[src/hdl/qte_pkg.sv]
`default_nettype none
// ----------------------------------------------------------------------------
// qte_pkg
// Shared constants, types and the arctangent table for the quaternion to
// Euler angle converter.
// ----------------------------------------------------------------------------
package qte_pkg;

    localparam int FRAC_BITS_DEF     = 14;
    localparam int CORDIC_STAGES_DEF = 16;

    localparam int IN_W    = 16;   // width of one quaternion component
    localparam int OUT_W   = 16;   // width of roll and yaw
    localparam int PITCH_W = 15;   // width of pitch
    localparam int ANG_W   = 26;   // internal angle, degrees with 16 fraction bits
    localparam int CW      = 33;   // CORDIC x and y width
    localparam int NORM_W  = 30;   // operands are normalized below 2^30
    localparam int SQ_IN_W = 61;   // radicand of the pitch cosine
    localparam int SQ_N    = 31;   // root bits, one per pipeline stage

    localparam logic signed [ANG_W-1:0] ANG_90  = ANG_W'(5898240);
    localparam logic signed [ANG_W-1:0] ANG_180 = ANG_W'(11796480);
    localparam logic signed [PITCH_W-1:0] PITCH_LIM = PITCH_W'(11520);

    typedef struct packed {
        logic zero;
        logic xneg;
        logic yneg;
    } t_aflags;

    // atan(2^-i) in degrees with 16 fraction bits
    function automatic logic signed [ANG_W-1:0] atan_deg(input int unsigned idx);
        logic signed [ANG_W-1:0] v;
        case (idx)
            0:  v = ANG_W'(2949120);
            1:  v = ANG_W'(1740967);
            2:  v = ANG_W'(919879);
            3:  v = ANG_W'(466945);
            4:  v = ANG_W'(234379);
            5:  v = ANG_W'(117304);
            6:  v = ANG_W'(58666);
            7:  v = ANG_W'(29335);
            8:  v = ANG_W'(14668);
            9:  v = ANG_W'(7334);
            10: v = ANG_W'(3667);
            11: v = ANG_W'(1833);
            12: v = ANG_W'(917);
            13: v = ANG_W'(458);
            14: v = ANG_W'(229);
            15: v = ANG_W'(115);
            16: v = ANG_W'(57);
            17: v = ANG_W'(29);
            18: v = ANG_W'(14);
            19: v = ANG_W'(7);
            20: v = ANG_W'(4);
            21: v = ANG_W'(2);
            22: v = ANG_W'(1);
            default: v = '0;
        endcase
        return v;
    endfunction

endpackage
`default_nettype wire

[src/hdl/qte_cordic.sv]
`default_nettype none
// ----------------------------------------------------------------------------
// qte_cordic
// Pipelined atan2 in degrees: normalize, vectoring CORDIC, quadrant fix-up
// and rounding to 1/128 degree.
// ----------------------------------------------------------------------------
module qte_cordic #(
    parameter int IW     = 35,
    parameter int STAGES = qte_pkg::CORDIC_STAGES_DEF
) (
    input  wire logic                            i_clk,
    input  wire logic                            i_en,
    input  wire logic signed [IW-1:0]            i_y,
    input  wire logic signed [IW-1:0]            i_x,
    output logic signed [qte_pkg::OUT_W-1:0]     o_angle
);
    localparam int PW = $clog2(IW);
    localparam int CW = qte_pkg::CW;
    localparam int ZW = qte_pkg::ANG_W;
    localparam logic [PW-1:0] TOP = PW'(qte_pkg::NORM_W - 1);

    // Magnitudes and leading-one position
    logic [IW-1:0]    n_ax, n_ay, m;
    logic [PW-1:0]    n_p;
    logic [IW-1:0]    r_ax, r_ay;
    logic [PW-1:0]    r_p;
    qte_pkg::t_aflags r_fa;

    assign n_ax = i_x[IW-1] ? (~i_x + 1'b1) : i_x;
    assign n_ay = i_y[IW-1] ? (~i_y + 1'b1) : i_y;
    assign m    = n_ax | n_ay;

    always_comb begin
        n_p = '0;
        for (int k = 0; k < IW; k++) begin
            if (m[k]) n_p = PW'(k);
        end
    end

    always_ff @(posedge i_clk) begin
        if (i_en) begin
            r_ax      <= n_ax;
            r_ay      <= n_ay;
            r_p       <= n_p;
            r_fa.zero <= (m == '0);
            r_fa.xneg <= i_x[IW-1];
            r_fa.yneg <= i_y[IW-1];
        end
    end

    // Shift so the larger magnitude has its top bit at position 29
    logic [IW-1:0] sx, sy;
    always_comb begin
        if (r_p > TOP) begin
            sx = r_ax >> (r_p - TOP);
            sy = r_ay >> (r_p - TOP);
        end else begin
            sx = r_ax << (TOP - r_p);
            sy = r_ay << (TOP - r_p);
        end
    end

    logic signed [CW-1:0] r_cx [0:STAGES];
    logic signed [CW-1:0] r_cy [0:STAGES];
    logic signed [ZW-1:0] r_z  [0:STAGES];
    qte_pkg::t_aflags     r_f  [0:STAGES];

    always_ff @(posedge i_clk) begin
        if (i_en) begin
            r_cx[0] <= CW'(sx[qte_pkg::NORM_W-1:0]);
            r_cy[0] <= CW'(sy[qte_pkg::NORM_W-1:0]);
            r_z[0]  <= '0;
            r_f[0]  <= r_fa;
        end
    end

    genvar g;
    generate
        for (g = 0; g < STAGES; g++) begin : g_rot
            always_ff @(posedge i_clk) begin
                if (i_en) begin
                    if (r_cy[g] >= 0) begin
                        r_cx[g+1] <= r_cx[g] + (r_cy[g] >>> g);
                        r_cy[g+1] <= r_cy[g] - (r_cx[g] >>> g);
                        r_z[g+1]  <= r_z[g] + qte_pkg::atan_deg(g);
                    end else begin
                        r_cx[g+1] <= r_cx[g] - (r_cy[g] >>> g);
                        r_cy[g+1] <= r_cy[g] + (r_cx[g] >>> g);
                        r_z[g+1]  <= r_z[g] - qte_pkg::atan_deg(g);
                    end
                    r_f[g+1] <= r_f[g];
                end
            end
        end
    endgenerate

    // Clamp to the first quadrant, mirror, then round half up
    logic signed [ZW-1:0] zc, zq, zr;
    qte_pkg::t_aflags     ff;
    assign ff = r_f[STAGES];
    always_comb begin
        zc = r_z[STAGES];
        if (zc < 0) zc = '0;
        if (zc > qte_pkg::ANG_90) zc = qte_pkg::ANG_90;
        zq = ff.xneg ? (qte_pkg::ANG_180 - zc) : zc;
        if (ff.yneg) zq = -zq;
        if (ff.zero) zq = '0;
        zr = (zq + ZW'(256)) >>> 9;
    end

    always_ff @(posedge i_clk) begin
        if (i_en) o_angle <= zr[qte_pkg::OUT_W-1:0];
    end
endmodule
`default_nettype wire

[config.mk]
export PLATFORM = sky130hd
export DESIGN_NAME = qte_cordic
export DESIGN_NICKNAME = d
export VERILOG_FILES = /design/src/hdl/qte_pkg.sv /design/src/hdl/qte_cordic.sv
export SDC_FILE = /design/constraint.sdc
export NUM_CORES = 2
export LEC_CHECK = 0
export BUFFER_PORTS_ARGS = -buffer_cell sky130_fd_sc_hd__buf_2
export CAP_MARGIN = 20
export CORE_AREA = 5 5 460 462
export DETAILED_ROUTE_END_ITERATION = 6
export DIE_AREA = 0 0 465 467
export GPL_TIMING_DRIVEN = 0
export PLACE_DENSITY = 0.87
export SLEW_MARGIN = 25
export SYNTH_ARGS = -nofsm -noshare
export SYNTH_HDL_FRONTEND = slang
export SYNTH_SLANG_ARGS = --single-unit
[constraint.sdc]
create_clock -name i_clk -period 10.4 [get_ports i_clk]
set_input_delay 2.08 -clock i_clk [delete_from_list [all_inputs] [get_ports i_clk]]
set_output_delay 2.08 -clock i_clk [all_outputs]
set_load 0.02 [all_outputs]
# Yosys cells after proc, flatten, opt, wreduce, memory -nomap -nowiden
# Memory sizes are Yosys's and may differ from the RTL's.
# Cells that the tools add are included.
dict set report word_totals {
  mem_bits_rw 1615
  mem_count 4
  reg_bits 95
}
dict set report classes {
  muxes 188
  n_bitwise 51
  shifts 4
  n_lt_le_gt_ge 19
  n_reduce_logical 2
  add_sub_neg 102
}
# name depth width rd rd_clocked_by_memory_dff wr line
set memory_table {}
lappend memory_table {r_cx 17 33 16 0 17 qte_cordic.sv:63} ;# logic signed [CW-1:0] r_cx [0:STAGES];
lappend memory_table {r_cy 17 33 16 0 17 qte_cordic.sv:64} ;# logic signed [CW-1:0] r_cy [0:STAGES];
lappend memory_table {r_z 17 26 17 0 17 qte_cordic.sv:65} ;# logic signed [ZW-1:0] r_z [0:STAGES];
lappend memory_table {r_f 17 3 17 0 17 qte_cordic.sv:66} ;# qte_pkg::t_aflags r_f [0:STAGES];
# cell n
set ops {}
lappend ops {{two-way mux 33 bit} 32}
lappend ops {{greater-or-equal comparator 33 x 1 -> 1 bit (second input constant)} 16}
lappend ops {{two-way mux 26 bit} 17}
lappend ops {{two-way mux 25 bit} 4}
lappend ops {{two-way mux 1 bit} 99}
lappend ops {{two-way mux 5 bit} 16}
lappend ops {{adder 35 x 1 -> 35 bit (second input constant)} 2}
lappend ops {{two-way mux 35 bit} 2}
lappend ops {{inverter 35 bit} 2}
lappend ops {{<< shifter 35 x 6 -> 30 bit} 2}
lappend ops {{right shift 35 x 6 -> 30 bit} 2}
lappend ops {{adder 33 x 18 -> 33 bit} 2}
lappend ops {{adder 33 x 19 -> 33 bit} 2}
lappend ops {{adder 33 x 20 -> 33 bit} 2}
lappend ops {{adder 33 x 21 -> 33 bit} 2}
lappend ops {{adder 33 x 22 -> 33 bit} 2}
lappend ops {{adder 33 x 23 -> 33 bit} 2}
lappend ops {{adder 33 x 24 -> 33 bit} 2}
lappend ops {{adder 33 x 25 -> 33 bit} 2}
lappend ops {{adder 33 x 26 -> 33 bit} 2}
lappend ops {{adder 33 x 27 -> 33 bit} 2}
lappend ops {{adder 33 x 28 -> 33 bit} 2}
lappend ops {{adder 33 x 29 -> 33 bit} 2}
lappend ops {{adder 33 x 30 -> 33 bit} 2}
lappend ops {{67 further kinds} 146}

# Logic depth before layout (Yosys ltp)
dict set report depth {
  depth_word 37
  depth_mapped 22
  depth_no_buf 21
}

# Worst setup path before layout
# No wires, ideal clock.
dict set report synth_timing {
  path_kind {input to register}
  start {input port i_en}
  end {memory r_cy[7][32], data pin}
  stages 21
  setup_slack_ns 3.278
  path_buffers 4
  t_arrival_ns 6.862
  path_cell_list {clkbuf_1 > clkbuf_1 > nand2_1 > inv_1 > clkbuf_1 > clkbuf_1 > nor2_1 > xor2_1 > ha_1 > a211o_1 > a21oi_1 > o311ai_0 > and3_1 > a31o_2 > o41ai_1 > o311a_1 > a211o_1 > o2111ai_1 > a31o_2 > a21oi_1 > xnor2_1}
}
# item line
set synth_lines {}
lappend synth_lines {{from (decl)} qte_cordic.sv:12} ;# input wire logic i_en,
lappend synth_lines {{to (decl)} qte_cordic.sv:64}

==> impl_results.md <==
* Shortest clock period the worst path allows after layout at a little under 10 ns
* Number of levels in the clock H-tree at 4
* Maximum clock skew at final layout at 0.03933 ns
* Final setup viols at 0
* Clock latency on the worst-skew pair at ~0.83 ns
* Total routing resource utilization after global routing at between 30% and 40%
* TritonCTS clock tree: built
* Number of DRC markers after the initial detailed-route iteration at about 11000
* Critical path's slowest cell: sky130_fd_sc_hd__a2111oi_0
* Gates resized, CTS repair at 0
* Final Max Tran Viols at 0
* # Post-CTS Setup Buffers at 0
* Synth cell types at 99
* Endpoint of the worst hold path: r_f[0][39]$_DFFE_PP_
* Count leader, synth: sky130_fd_sc_hd__edfxtp_1
* Multi-input gate area at 76230 um^2
* I/O Buffers at 87
* Critical path type: in -> reg
* Nets at roughly 15000
* Top delay family on crit path: compound AO/OA/AOI/OAI gates
* Area added between synthesis and finish at 7.848%
* Final count of hold timing violations at 0
* Total congestion overflow at 0
* Iteration count of the initial detailed-routing pass at 7
* Max incr delay on CP at a little over 0.8 ns
* Worst hold path stage count at 0
* Maximum clock frequency at between 100 and 150 MHz
* Largest net degree at the start of global routing at 100
* Mean instance size in the synthesized netlist at 9.515 um^2
* Tightest slew margin relative to the limit at 24.32%
* Final RePlAce weighted congestion at roughly 1.0
* Number of buffers inserted during clock tree synthesis at approximately 160
* Number of placement rows at 167
* Tightest hold margin at a little over 0.4 ns
* Critical path required time at around 11 ns
* Initial standard-cell utilization of the core at 59.65%
* Leading cell types by count after synthesis: sky130_fd_sc_hd__edfxtp_1 (1466), sky130_fd_sc_hd__ha_1 (1278), sky130_fd_sc_hd__nor2_1 (1276), sky130_fd_sc_hd__xnor2_1 (1147), sky130_fd_sc_hd__a21oi_1 (1068)
* Clock root buffer master: sky130_fd_sc_hd__clkbuf_16
* Transition time of the tightest slew-check pin at about 1.1 ns
* Setup slack of the worst register-to-register path at 2.53 ns
* Number of antenna violations at the first check in global routing at 8
* Largest area contributor in the synthesized netlist: sky130_fd_sc_hd__edfxtp_1
* Share of the clock period used by the worst path after layout at between 90% and 100%
* Max-Cap Viols at 0
* Remaining antenna violation count after routing at 0
* CTS max path bufs at 3
* Via count of the first global-routing pass at about 97000
* Buffers & Inverters on Critical Path at 10
* Net count after synthesis at around 14000
* Largest driver fanout on the critical path at 73
* Startpoint of the most critical hold path: r_f[0][36]$_DFFE_PP_
* Destination of the worst register-to-register timing path: r_cy[0][5]$_DFFE_PP_
* Run status: finished clean
* Cell depth of the worst flop-to-flop path at 16
* Synth Register Bits at roughly 1500
* Number of hold buffers added after cts at 0
* Worst hold-check path type: reg -> reg
* Launch instance of the worst register-to-register path: r_p[1]$_SDFFCE_PP1P_
* Global-route wire length before repair at 528.0 mm
* Post-synth EDFFs at roughly 1500
* Floorplan die area at ~220000 um^2
* Data arrival time at the worst-slack endpoint at 10.47 ns
* Clock transition time at the flip-flop clock pins of the worst setup and hold paths at about 0.060 ns
* Fillers at 16090
* Most instantiated flip-flop cell in the synthesis netlist: sky130_fd_sc_hd__edfxtp_1
* Ranking of synthesized cells by area: sky130_fd_sc_hd__edfxtp_1 (36%), sky130_fd_sc_hd__ha_1 (13%), sky130_fd_sc_hd__xnor2_1 (8.1%), sky130_fd_sc_hd__a21oi_1 (4.3%), sky130_fd_sc_hd__xor2_1 (4.3%)
* Fraction of layout instances using a drive strength above 1 at roughly 4.9%
* Top-Level Pins at 88
* Area share of the largest cell type after synthesis at a little over a third
* DP HPWL at between 200 and 300 mm
* # DRC at 0
* YS warnings at 0
* Clk sink count at roughly 1500
* Core Region at ~210000 um^2
* Die boundary width at around 470 um
* RSZ-0062 raised after global routing: no
* Total via count after detailed routing at about 100k
* Crit end category: flop
* Share of synthesized flip-flops with an asynchronous set or reset at 0%
* Die outline height at 467 um
* Launching element type of the critical path: input port
* Cells after Synth at ~13000
* Summed instance area of the synthesized netlist at 123300 um^2
* Detailed-route wire length at roughly 340 mm
* Post-detailed-route via-to-cell ratio at 6.429
* Area taken by flip-flops and latches at 44020 um^2
* Part of the Yosys area used for sequential elements at between 30% and 40%
* Routed wire length per instance at 21.12 um
## metrics by stage
stage	utilization, %	setup TNS [ns]	instances	worst slack, ns	cell area [um^2]
after CTS	64.32	0	16060	0.8766	132900
after global routing	64.33	0	16060	0.4015	132900
final	64.33	0	16060	0.5089	132900
after floorplan	-	0	12960	3.278	123300
after detailed placement	61.84	0	15770	0.0004547	127800
after global placement	61.50	-8708.42	15750	-7.441	127100
## placed cells by master, fill, tap and decap left out, types with 115 or more instances in the layout
cell type / count
sky130_fd_sc_hd__o21a_1: 167
sky130_fd_sc_hd__a31oi_1: 115
sky130_fd_sc_hd__nand3_1: 282
sky130_fd_sc_hd__clkbuf_16: 162
sky130_fd_sc_hd__nand2b_1: 169
sky130_fd_sc_hd__and3_1: 146
sky130_fd_sc_hd__xor2_1: 603
sky130_fd_sc_hd__a211oi_1: 139
sky130_fd_sc_hd__o21ai_0: 624
sky130_fd_sc_hd__clkbuf_1: 216
sky130_fd_sc_hd__inv_1: 520
sky130_fd_sc_hd__a21o_1: 297
sky130_fd_sc_hd__or3_1: 143
sky130_fd_sc_hd__o21bai_1: 144
sky130_fd_sc_hd__a21oi_1: 1068
sky130_fd_sc_hd__nor3_1: 388
sky130_fd_sc_hd__o31ai_1: 200
sky130_fd_sc_hd__nand2_1: 884
sky130_fd_sc_hd__ha_1: 1278
sky130_fd_sc_hd__nor2b_1: 145
sky130_fd_sc_hd__nor4_1: 132
sky130_fd_sc_hd__edfxtp_1: 1466
sky130_fd_sc_hd__xnor2_1: 1146
sky130_fd_sc_hd__nor2_1: 1276
## cell type report
cell class | count | area share (%)
buffer | 276 | 0.8583
timing repair buffer | 109 | 0.7680
tap | 2704 | 2.545
inverter | 531 | 1.499
clock inverter | 106 | 0.7529
sequential | 1466 | 33.11
antenna | 6 | 0.01129
clock buffer | 184 | 3.111
multi-input combinational | 10680 | 57.34
## registers in the layout, indices dropped and copies added (netlist names)
signal   flops
r_cx       475
r_ax        35
r_cy       493
r_f         51
r_z        352
r_ay        35
o_angle     16
r_p          6
r_fa         3
## worst max path at each step
stage | endpoint | cells after the start | from | slack (ns)
2_1_floorplan | r_cy[7][32]$_DFFE_PP_ | 21 | i_en | 3.28
3_3_place_gp | r_cy[11][32]$_DFFE_PP_ | 22 | i_en | -7.44
3_5_place_dp | r_cy[11][32]$_DFFE_PP_ | 26 | i_en | 0.0005
4_1_cts | r_cy[11][32]$_DFFE_PP_ | 26 | i_en | 0.88
5_1_grt | r_cy[11][32]$_DFFE_PP_ | 26 | i_en | 0.40
6_report | r_cy[11][32]$_DFFE_PP_ | 26 | i_en | 0.51
## layer usage
metal	GRT usage [%]	routed length [um]	up-vias	share of wire [%]
met5	0	76	-	0.022
met3	6.176	32480	858	9.6
li1	-	-	48850	-
met4	11.72	14740	10	4.3
met2	48.24	152500	4709	45
met1	40.20	139500	48850	41
## logic make-up (layout without fill, tap and decap cells)
logic type | Yosys count | count (layout) | synth area share (%)
other | 0 | 6 | 0
AO/OA/AOI/OAI | 3430 | 3430 | 17.98
buffers and inverters | 807 | 1206 | 2.472
adder cells (fa/ha/maj) | 1314 | 1314 | 13.56
AND/OR/NAND/NOR | 3970 | 3970 | 15.34
multiplexers | 218 | 218 | 2.504
XOR/XNOR | 1750 | 1750 | 12.43
flip-flops | 1466 | 1466 | 35.71
Power is left out: the tool's default activity adds up to more than one toggle a clock period on the data nets, which glitch-free logic cannot reach.
